### src/hw/rtl/bcs_pkg.sv
// Shared types, codes and default constants for the bucket count and scatter block.
package bcs_pkg;

   localparam int unsigned DEF_MAX_BUCKETS = 64;
   localparam int unsigned DEF_MAX_ITEMS   = 65536;
   localparam int unsigned ACTIVE_W        = 7;
   localparam int unsigned BUCKET_W        = 6;
   localparam int unsigned VALUE_W         = 17;
   localparam logic [ACTIVE_W-1:0] ACTIVE_RESET = 7'd64;

   typedef enum logic [1:0] {
      FUNC_COUNT  = 2'd0,
      FUNC_PLACE  = 2'd1,
      FUNC_REWIND = 2'd2,
      FUNC_CLEAR  = 2'd3
   } func_type;

   typedef enum logic [1:0] {
      ST_OK       = 2'd0,
      ST_RANGE    = 2'd1,
      ST_OVERFLOW = 2'd2,
      ST_FULL     = 2'd3
   } status_type;

   typedef struct packed {
      func_type            func;
      logic [BUCKET_W-1:0] bucket;
   } req_type;

   typedef struct packed {
      logic [VALUE_W-1:0] value;
      status_type         status;
   } rsp_type;

   typedef enum logic [2:0] {
      S_IDLE,
      S_DECODE,
      S_WALK,
      S_FETCH,
      S_RESULT
   } state_type;

   // Controller to datapath
   typedef struct packed {
      logic accept;
      logic walk_init;
      logic walk_run;
      logic fetch;
      logic commit;
   } cmd_type;

   // Datapath to controller
   typedef struct packed {
      func_type func;
      logic     range_bad;
      logic     starts_ready;
      logic     walk_done;
      logic     out_free;
   } sts_type;

endpackage

### src/hw/rtl/bcs_ctrl.sv
// Sequencing state machine for the bucket count and scatter block.
module bcs_ctrl (
   input  logic             clock,
   input  logic             reset,
   input  logic             req_valid,
   output logic             req_stall,
   input  bcs_pkg::sts_type sts,
   output bcs_pkg::cmd_type cmd
);
   import bcs_pkg::*;

   state_type state_ff;
   state_type state_in;

   always_ff @(posedge clock) begin
      if (reset) begin
         state_ff <= S_IDLE;
      end else begin
         state_ff <= state_in;
      end
   end

   always_comb begin
      state_in = state_ff;
      unique case (state_ff)
         S_IDLE: begin
            if (req_valid) state_in = S_DECODE;
         end
         S_DECODE: begin
            if (sts.range_bad || sts.func == FUNC_CLEAR) begin
               state_in = S_RESULT;
            end else if (sts.func == FUNC_COUNT) begin
               state_in = S_FETCH;
            end else if (sts.func == FUNC_PLACE && sts.starts_ready) begin
               state_in = S_FETCH;
            end else begin
               state_in = S_WALK;
            end
         end
         S_WALK: begin
            if (sts.walk_done) begin
               state_in = (sts.func == FUNC_PLACE) ? S_FETCH : S_RESULT;
            end
         end
         S_FETCH: begin
            state_in = S_RESULT;
         end
         S_RESULT: begin
            if (sts.out_free) state_in = S_IDLE;
         end
         default: begin
            state_in = S_IDLE;
         end
      endcase
   end

   always_comb begin
      cmd       = '0;
      req_stall = 1'b1;
      unique case (state_ff)
         S_IDLE: begin
            req_stall  = 1'b0;
            cmd.accept = req_valid;
         end
         S_DECODE: begin
            cmd.walk_init = !sts.range_bad &&
                            ((sts.func == FUNC_PLACE && !sts.starts_ready) ||
                             sts.func == FUNC_REWIND);
         end
         S_WALK: begin
            cmd.walk_run = 1'b1;
         end
         S_FETCH: begin
            cmd.fetch = 1'b1;
         end
         S_RESULT: begin
            cmd.commit = sts.out_free;
         end
         default: begin
            req_stall = 1'b1;
         end
      endcase
   end

endmodule

### src/hw/rtl/bcs_datapath.sv
// Bucket memories, prefix walk, result logic and output register.
module bcs_datapath #(
   parameter int unsigned MAX_BUCKETS = bcs_pkg::DEF_MAX_BUCKETS,
   parameter int unsigned MAX_ITEMS   = bcs_pkg::DEF_MAX_ITEMS
) (
   input  logic                          clock,
   input  logic                          reset,
   input  bcs_pkg::req_type              req_data,
   output logic                          rsp_valid,
   input  logic                          rsp_stall,
   output bcs_pkg::rsp_type              rsp_data,
   input  logic                          csr_wr_en,
   input  logic [bcs_pkg::ACTIVE_W-1:0]  csr_wr_data,
   input  bcs_pkg::cmd_type              cmd,
   output bcs_pkg::sts_type              sts
);
   import bcs_pkg::*;

   localparam int BW  = $clog2(MAX_BUCKETS);
   localparam int WCW = $clog2(MAX_BUCKETS + 1);
   localparam int CW  = $clog2(MAX_ITEMS + 1);
   localparam int LW  = (WCW > ACTIVE_W) ? WCW : ACTIVE_W;
   localparam int XW  = (CW > VALUE_W) ? CW : VALUE_W;

   req_type              req_ff;
   logic [ACTIVE_W-1:0]  active_ff;
   logic                 ready_ff;
   logic [CW-1:0]        total_ff;
   logic [MAX_BUCKETS-1:0] vld_ff;
   logic [CW-1:0]        cnt_mem [MAX_BUCKETS];
   logic [CW-1:0]        end_mem [MAX_BUCKETS];
   logic [CW-1:0]        nxt_mem [MAX_BUCKETS];
   logic [CW-1:0]        cnt_rd_ff;
   logic                 cvld_rd_ff;
   logic [CW-1:0]        end_rd_ff;
   logic [CW-1:0]        nxt_rd_ff;
   logic [WCW-1:0]       idx_ff;
   logic                 pend_ff;
   logic [BW-1:0]        pend_addr_ff;
   logic [CW-1:0]        run_ff;
   rsp_type              rsp_ff;
   logic                 rsp_valid_ff;

   logic [LW-1:0]        active_ext;
   logic [WCW-1:0]       live;
   logic [LW-1:0]        bucket_ext;
   logic [BW-1:0]        req_addr;
   logic                 range_bad;
   logic                 walk_issue;
   logic                 walk_done;
   logic                 walk_wr;
   logic                 cnt_rd_en;
   logic [BW-1:0]        cnt_rd_addr;
   logic [CW-1:0]        cnt_val;
   logic [CW-1:0]        cnt_inc;
   logic [CW-1:0]        run_sum;
   logic                 overflow;
   logic                 full;
   logic                 count_ok;
   logic                 place_ok;
   logic                 clear_hit;
   logic [CW-1:0]        result_val;
   logic [XW-1:0]        result_ext;
   rsp_type              rsp_in;
   logic                 out_free;

   assign active_ext = LW'(active_ff);
   assign live       = (active_ext < LW'(MAX_BUCKETS)) ? active_ext[WCW-1:0]
                                                       : WCW'(MAX_BUCKETS);
   assign bucket_ext = LW'(req_ff.bucket);
   assign req_addr   = bucket_ext[BW-1:0];
   assign range_bad  = (req_ff.func == FUNC_COUNT || req_ff.func == FUNC_PLACE) &&
                       (bucket_ext >= LW'(live));

   assign walk_issue  = cmd.walk_run && (idx_ff < live);
   assign walk_done   = (idx_ff == live) && !pend_ff;
   assign walk_wr     = cmd.walk_run && pend_ff;
   assign cnt_rd_en   = walk_issue || cmd.fetch;
   assign cnt_rd_addr = cmd.fetch ? req_addr : idx_ff[BW-1:0];

   // Entries never counted since the last clear read as zero
   assign cnt_val  = cvld_rd_ff ? cnt_rd_ff : '0;
   assign cnt_inc  = cnt_val + 1'b1;
   assign run_sum  = run_ff + cnt_val;
   assign overflow = total_ff >= CW'(MAX_ITEMS);
   assign full     = nxt_rd_ff >= end_rd_ff;
   assign out_free = !rsp_valid_ff || !rsp_stall;

   always_comb begin
      result_val    = '0;
      rsp_in.status = ST_OK;
      count_ok      = 1'b0;
      place_ok      = 1'b0;
      clear_hit     = 1'b0;
      unique case (req_ff.func)
         FUNC_COUNT: begin
            if (range_bad) begin
               rsp_in.status = ST_RANGE;
            end else if (overflow) begin
               result_val    = cnt_val;
               rsp_in.status = ST_OVERFLOW;
            end else begin
               result_val = cnt_inc;
               count_ok   = 1'b1;
            end
         end
         FUNC_PLACE: begin
            if (range_bad) begin
               rsp_in.status = ST_RANGE;
            end else if (full) begin
               rsp_in.status = ST_FULL;
            end else begin
               result_val = nxt_rd_ff;
               place_ok   = 1'b1;
            end
         end
         FUNC_REWIND: begin
            result_val = total_ff;
         end
         FUNC_CLEAR: begin
            result_val = total_ff;
            clear_hit  = 1'b1;
         end
      endcase
      result_ext   = XW'(result_val);
      rsp_in.value = result_ext[VALUE_W-1:0];
   end

   // Control state
   always_ff @(posedge clock) begin
      if (reset) begin
         active_ff    <= ACTIVE_RESET;
         ready_ff     <= 1'b0;
         total_ff     <= '0;
         vld_ff       <= '0;
         rsp_valid_ff <= 1'b0;
         idx_ff       <= '0;
         pend_ff      <= 1'b0;
      end else begin
         if (csr_wr_en) begin
            active_ff <= csr_wr_data;
            ready_ff  <= 1'b0;
         end
         if (cmd.walk_run && walk_done) ready_ff <= 1'b1;
         if (cmd.commit && count_ok) begin
            total_ff         <= total_ff + 1'b1;
            vld_ff[req_addr] <= 1'b1;
            ready_ff         <= 1'b0;
         end
         if (cmd.commit && clear_hit) begin
            total_ff <= '0;
            vld_ff   <= '0;
            ready_ff <= 1'b0;
         end
         if (cmd.commit) begin
            rsp_valid_ff <= 1'b1;
         end else if (!rsp_stall) begin
            rsp_valid_ff <= 1'b0;
         end
         if (cmd.walk_init) begin
            idx_ff  <= '0;
            pend_ff <= 1'b0;
         end else if (cmd.walk_run) begin
            if (walk_issue) idx_ff <= idx_ff + 1'b1;
            pend_ff <= walk_issue;
         end
      end
   end

   // Payload registers
   always_ff @(posedge clock) begin
      if (cmd.accept) req_ff <= req_data;
      if (cmd.walk_init) begin
         run_ff <= '0;
      end else if (walk_wr) begin
         run_ff <= run_sum;
      end
      if (cmd.walk_run) pend_addr_ff <= idx_ff[BW-1:0];
      if (cmd.commit) rsp_ff <= rsp_in;
   end

   // Count memory
   always_ff @(posedge clock) begin
      if (cmd.commit && count_ok) cnt_mem[req_addr] <= cnt_inc;
      if (cnt_rd_en) begin
         cnt_rd_ff  <= cnt_mem[cnt_rd_addr];
         cvld_rd_ff <= vld_ff[cnt_rd_addr];
      end
   end

   // Bucket end memory: start plus count, written by the walk
   always_ff @(posedge clock) begin
      if (walk_wr) end_mem[pend_addr_ff] <= run_sum;
      if (cmd.fetch) end_rd_ff <= end_mem[req_addr];
   end

   // Next free slot memory
   always_ff @(posedge clock) begin
      if (walk_wr) begin
         nxt_mem[pend_addr_ff] <= run_ff;
      end else if (cmd.commit && place_ok) begin
         nxt_mem[req_addr] <= nxt_rd_ff + 1'b1;
      end
      if (cmd.fetch) nxt_rd_ff <= nxt_mem[req_addr];
   end

   assign rsp_valid        = rsp_valid_ff;
   assign rsp_data         = rsp_ff;
   assign sts.func         = req_ff.func;
   assign sts.range_bad    = range_bad;
   assign sts.starts_ready = ready_ff;
   assign sts.walk_done    = walk_done;
   assign sts.out_free     = out_free;

endmodule

### src/hw/rtl/bucket_count_and_scatter.sv
// Top level of the bucket count and scatter engine: controller, datapath and checks.
//
//   Channel   Ports                                   Direction  Moves
//   request   req_valid, req_stall, req_data          in         func, bucket
//   response  rsp_valid, rsp_stall, rsp_data          out        value, status
//   csr       csr_wr_en, csr_wr_data                  in         active_buckets
//
// A count or a place with offsets already built goes from acceptance to the next
// acceptance through the steps accept, decode, memory fetch and result; the fetch
// step is there for the registered memory read. A clear or an out-of-range request
// skips the fetch.
// The first place after counting, after a clear or after a csr write, and every
// rewind, first walks the live buckets, min(active_buckets, MAX_BUCKETS) of them,
// with one count memory read per bucket feeding the running sum. A rewind has
// no fetch step.
// Reset is synchronous and active high; it empties the histogram at once through
// per-bucket valid bits, and sets active_buckets to 64.
// A finished response waits in the output register while rsp_stall is high; the
// next request is still accepted, and only its own result step waits.
module bucket_count_and_scatter #(
   parameter int unsigned MAX_BUCKETS = bcs_pkg::DEF_MAX_BUCKETS,
   parameter int unsigned MAX_ITEMS   = bcs_pkg::DEF_MAX_ITEMS
) (
   input  logic                          clock,
   input  logic                          reset,
   input  logic                          req_valid,
   output logic                          req_stall,
   input  bcs_pkg::req_type              req_data,
   output logic                          rsp_valid,
   input  logic                          rsp_stall,
   output bcs_pkg::rsp_type              rsp_data,
   input  logic                          csr_wr_en,
   input  logic [bcs_pkg::ACTIVE_W-1:0]  csr_wr_data
);
   import bcs_pkg::*;

   cmd_type cmd;
   sts_type sts;

   // Sequence each request: decode, optional prefix walk, optional fetch, result
   bcs_ctrl u_ctrl (
      .clock     (clock),
      .reset     (reset),
      .req_valid (req_valid),
      .req_stall (req_stall),
      .sts       (sts),
      .cmd       (cmd)
   );

   // Hold counts, bucket ends and next slots; build responses
   bcs_datapath #(
      .MAX_BUCKETS (MAX_BUCKETS),
      .MAX_ITEMS   (MAX_ITEMS)
   ) u_datapath (
      .clock       (clock),
      .reset       (reset),
      .req_data    (req_data),
      .rsp_valid   (rsp_valid),
      .rsp_stall   (rsp_stall),
      .rsp_data    (rsp_data),
      .csr_wr_en   (csr_wr_en),
      .csr_wr_data (csr_wr_data),
      .cmd         (cmd),
      .sts         (sts)
   );

   // Never overwrite a response that is still waiting
   a_commit_free: assert property (@(posedge clock) disable iff (reset)
      cmd.commit |-> (!rsp_valid || !rsp_stall))
      else $error("response committed over a stalled response");

   // A finished walk leaves the offsets marked as built
   a_walk_ready: assert property (@(posedge clock) disable iff (reset)
      (cmd.walk_run && sts.walk_done) |=> sts.starts_ready)
      else $error("prefix walk finished without marking offsets ready");

   // One request at a time: hold off after acceptance
   a_one_at_a_time: assert property (@(posedge clock) disable iff (reset)
      (req_valid && !req_stall) |=> req_stall)
      else $error("second request accepted while one is in work");

   // Every commit shows up on the response channel
   a_commit_shows: assert property (@(posedge clock) disable iff (reset)
      cmd.commit |=> rsp_valid)
      else $error("committed response not presented");

endmodule
### config.mk
export PLATFORM = sky130hd
export DESIGN_NAME = bucket_count_and_scatter
export DESIGN_NICKNAME = d
export VERILOG_FILES = /design/src/hw/rtl/bcs_pkg.sv /design/src/hw/rtl/bcs_ctrl.sv /design/src/hw/rtl/bcs_datapath.sv /design/src/hw/rtl/bucket_count_and_scatter.sv
export SDC_FILE = /design/constraint.sdc
export NUM_CORES = 2
export LEC_CHECK = 0
export ABC_AREA = 0
export BUFFER_PORTS_ARGS = -buffer_cell sky130_fd_sc_hd__buf_2
export CAP_MARGIN = 20
export CORE_AREA = 2 2 550 443
export CTS_BUF_LIST = sky130_fd_sc_hd__clkbuf_2 sky130_fd_sc_hd__clkbuf_4 sky130_fd_sc_hd__clkbuf_8
export DETAILED_ROUTE_END_ITERATION = 8
export DIE_AREA = 0 0 552 445
export GPL_ROUTABILITY_DRIVEN = 1
export PLACE_DENSITY = 0.69
export SKIP_CTS_REPAIR_TIMING = 1
export SYNTH_ARGS = -nofsm -noshare
export SYNTH_HDL_FRONTEND = slang
export SYNTH_SLANG_ARGS = --single-unit
### constraint.sdc
create_clock -name clock -period 9.2 [get_ports clock]
set_input_delay 1.84 -clock clock [delete_from_list [all_inputs] [get_ports clock]]
set_output_delay 1.84 -clock clock [all_outputs]
set_load 0.005 [all_outputs]
==> results by group <==
Run status
  • Status: complete, no violations

GRT
  • Overflow after GRT: 0
  • Initial antenna violation count: 12
  • Largest net degree at the start of global routing: 142
  • Global-route wire length before repair: roughly 520 mm
  • Vias in the first global route: approximately 73,000
  • GRT Total Usage: 0.291

STA
  • Crit share post-route: 0.604
  • Slew headroom: 0.148
  • Crit path time final: roughly 5.6 ns
  • Total negative slack: 0 ns
  • Final Hold Fails: 0
  • RSZ-0062 raised after global routing: no
  • Clock Skew: 0.0792 ns
  • Max Slew Vio Count: 0
  • Worst slew pin tran: roughly 1.3 ns
  • Setup Viol. Count Final: 0
  • Fmax: 180 MHz

Setup path
  • CP arrival: 6.19 ns
  • Slowest stage cell on the critical path: nor2_2
  • Crit Path Max Fanout: 34
  • Largest stage delay on the critical path: about 0.96 ns
  • CP required: 9.83 ns
  • R2R setup slack: approximately 3.6 ns
  • Worst-case reg-to-reg path depth: 11
  • Most frequent CP cell: buf_4
  • Worst path cell trace: inv_1, ha_1, nand2b_1, a2111o_1, a21oi_1, nand2_1, nor4b_2, buf_4, buf_4, a21boi_2, nor2_2
  • Worst flop-to-flop path startpoint: u_datapath.req_addr[0]
  • Setup CP Type: reg -> reg
  • Crit end category: flop
  • CP startpoint kind: flop
  • Worst r2r dst: u_datapath.nxt_mem[29][13]

Yosys
  • Yosys warns: 0
  • Primary FF master, synth: edfxtp_1
  • Synth unique cells: 77
  • Mapped Nets: just under 8,000
  • Mapped Area: between 100,000 and 150,000 um2
  • Mapped Avg Cell Area: approximately 17 um2
  • Post-synth ARST share: 0
  • Seq/Total Area, Yosys: 0.783
  • Synthesized instance count: slightly below 8,000
  • Yosys reg bits: between 3,000 and 4,000
  • Post-synth EDFFs: ~3,300

Layout
  • Final instance area: around 150,000 um2
  • Layout cells sized above 1: 0.174
  • Synth-to-layout area growth: 11.4%
  • NumNets Final: approximately 8,000
  • FILL cells: around 17,000

CTS
  • Clock Path Buffers: 4
  • Clk sinks: roughly 3,500
  • Clock transition at the registers of the reported paths: ~0.060 ns
  • H-tree depth: 5
  • Clock latency on the worst-skew pair: approximately 1.1 ns
  • CTS tree: yes
  • Root Driver: clkbuf_8
  • Clock buffer count from CTS: ~490

Power and ir drop
  • P per Cell Area: between 200 and 250 nW/um2
  • Leakage: between 0.04 and 0.05 uW
  • Max VDD drop: 0.159 mV

Detailed routing
  • Routed via count: 77,315
  • DR vias/cell: between 6 and 7
  • DRT antenna net count: 0
  • Routed len/inst: 31.3 um
  • DR pass1 iterations: 6
  • 1st-iter DRT viols: approximately 12,000
  • DRC: 0
  • Routed WL: ~370 mm

Min path
  • Hold endpoint: u_datapath.vld_ff[50]
  • Hold Crit Depth: 1
  • Hold wc startpoint: u_datapath.vld_ff[50]
  • Worst min path class: reg -> reg

Floorplan
  • Width of the die: around 550 um
  • Die H: 445 um
  • Die area: roughly 250,000 um2
  • Initial Utilization: 0.548
  • IO Count: 41
  • Placement Rows: 161
  • Core box area: ~240,000 um2

Run
  • Maxcap violations: 0

Place
  • Final HPWL DP: 206 mm
  • IO buf count: 40
  • Placer congestion estimate: around 0.91
  • Placed cell area: 137,000 um2
-- per-layer routing --
layer	track usage	wire (um)
met5	0	64
met4	0.103	13000
met3	0.0659	43400
met1	0.421	143000
met2	0.438	166000
-- area by class of cell --
| cell class | count | area [um2] | share of cell area |
|---|---|---|---|
| Sequential cell | 3467 | 103000 | 0.703 |
| Timing Repair Buffer | 311 | 2770 | 0.0189 |
| Clock buffer | 690 | 8350 | 0.0570 |
| Multi-Input combinational cell | 3736 | 26900 | 0.184 |
| Inverter | 87 | 327 | 0.00223 |
| Tap cell | 3178 | 3980 | 0.0272 |
| Clock inverter | 193 | 1110 | 0.00761 |
| Antenna cell | 7 | 17.5 | 0.000120 |
-- report_power, final --
group          total (uW)  switching, uW  internal (uW)  leakage, uW
registers           18200            108          18000       0.0320
clock network       11800           5740           6020      0.00506
logic                4550           3430           1120      0.00951
-- kinds of logic (layout without fill, tap and decap cells) --
logic type      count (synthesis)  in the layout  share of synthesized area
xor+xnor                       67             67                    0.00446
buf+inv                       590           1281                     0.0193
flops                        3467           3467                      0.783
simple gates                 1518           1518                     0.0514
fa+ha+maj                      52             52                    0.00501
compound gates               1925           1925                      0.109
mux                           174            174                     0.0272
other cells                     0              7                          0
-- metrics by stage --
stage	cells	hold WS (ns)	setup slack, ns	power [uW]	utilization
4_1_cts	11637	0.462	3.72	34400	0.609
6_report	11669	0.460	3.64	34500	0.611
3_3_place_gp	10743	0.439	3.69	22800	0.569
5_1_grt	11663	0.475	3.44	35400	0.611
2_1_floorplan	7793	0.431	2.98	20900	-
3_5_place_dp	10754	0.448	3.63	22900	0.570
-- synth_stat cells, types with 21 or more instances --
cell,n,share of area
edfxtp_1,3349,0.77
a22oi_1,955,0.055
nand2_1,763,0.022
clkbuf_1,336,0.0096
nor2_1,289,0.0083
a21oi_1,180,0.0069
a41oi_1,148,0.0099
mux4_2,141,0.024
nand3_1,121,0.0046
dfxtp_1,118,0.018
a311oi_1,108,0.0072
and3_1,90,0.0043
inv_1,87,0.0025
nand4_1,84,0.0040
a31oi_1,83,0.0040
a211oi_1,77,0.0044
a221oi_1,76,0.0051
a22o_1,76,0.0051
buf_2,76,0.0029
o21a_1,70,0.0040
nor4_1,63,0.0030
o21ai_0,59,0.0022
buf_1,56,0.0016
ha_1,51,0.0049
xnor2_1,43,0.0029
a31o_1,24,0.0016
xor2_1,24,0.0016
and2_1,21,0.0010
-- layout by cell type (no fill, tap or decap), types with 59 or more instances in the layout --
cell type / instances
a211oi_1: 77
nand4_1: 84
a22o_1: 76
a22oi_1: 955
buf_4: 215
inv_1: 86
mux4_2: 141
nor2_2: 126
a41oi_1: 148
a221oi_1: 76
a31oi_1: 82
a311oi_1: 108
o21a_1: 70
nand2_1: 760
dfxtp_1: 117
nor2_1: 158
clkbuf_4: 184
nor4_1: 59
and3_1: 90
nand3_1: 118
edfxtp_1: 3349
clkbuf_8: 506
clkinv_1: 109
a21oi_1: 164
-- worst max-delay path by stage --
stage                                       from                         end  slack (ns)
final                     u_datapath.req_addr[0]  u_datapath.nxt_mem[29][13]        3.64
after global routing      u_datapath.req_addr[0]   u_datapath.nxt_mem[18][6]        3.44
after CTS                 u_datapath.req_addr[0]   u_datapath.nxt_mem[22][2]        3.72
after detailed placement               rsp_stall   u_datapath.nxt_mem[18][0]        3.63
after global placement                 rsp_stall   u_datapath.nxt_mem[18][0]        3.69
after floorplan                        rsp_stall    u_datapath.nxt_mem[0][1]        2.98
-- critical path: cells and delay by family (launching register included) --
kind | cells | cell delay (ns)
compound gates | 3 | 1.24
fa+ha+maj | 1 | 0.36
flops | 1 | 0.58
simple gates | 4 | 1.55
buf+inv | 3 | 1.35
-- flip-flops by register name (all words and copies together) (netlist names), 17 cells and up --
| signal | flops |
|---|---|
| u_datapath.cnt_mem | 1088 |
| u_datapath.end_mem | 1088 |
| u_datapath.nxt_mem | 1088 |
| u_datapath.vld_ff | 64 |
| u_datapath.rsp_data | 19 |
| u_datapath.cnt_rd_ff | 17 |
| u_datapath.end_rd_ff | 17 |
| u_datapath.nxt_rd_ff | 17 |
| u_datapath.run_ff | 17 |
| u_datapath.total_ff | 17 |
No activity file was read; power rests on OpenSTA's default activity.
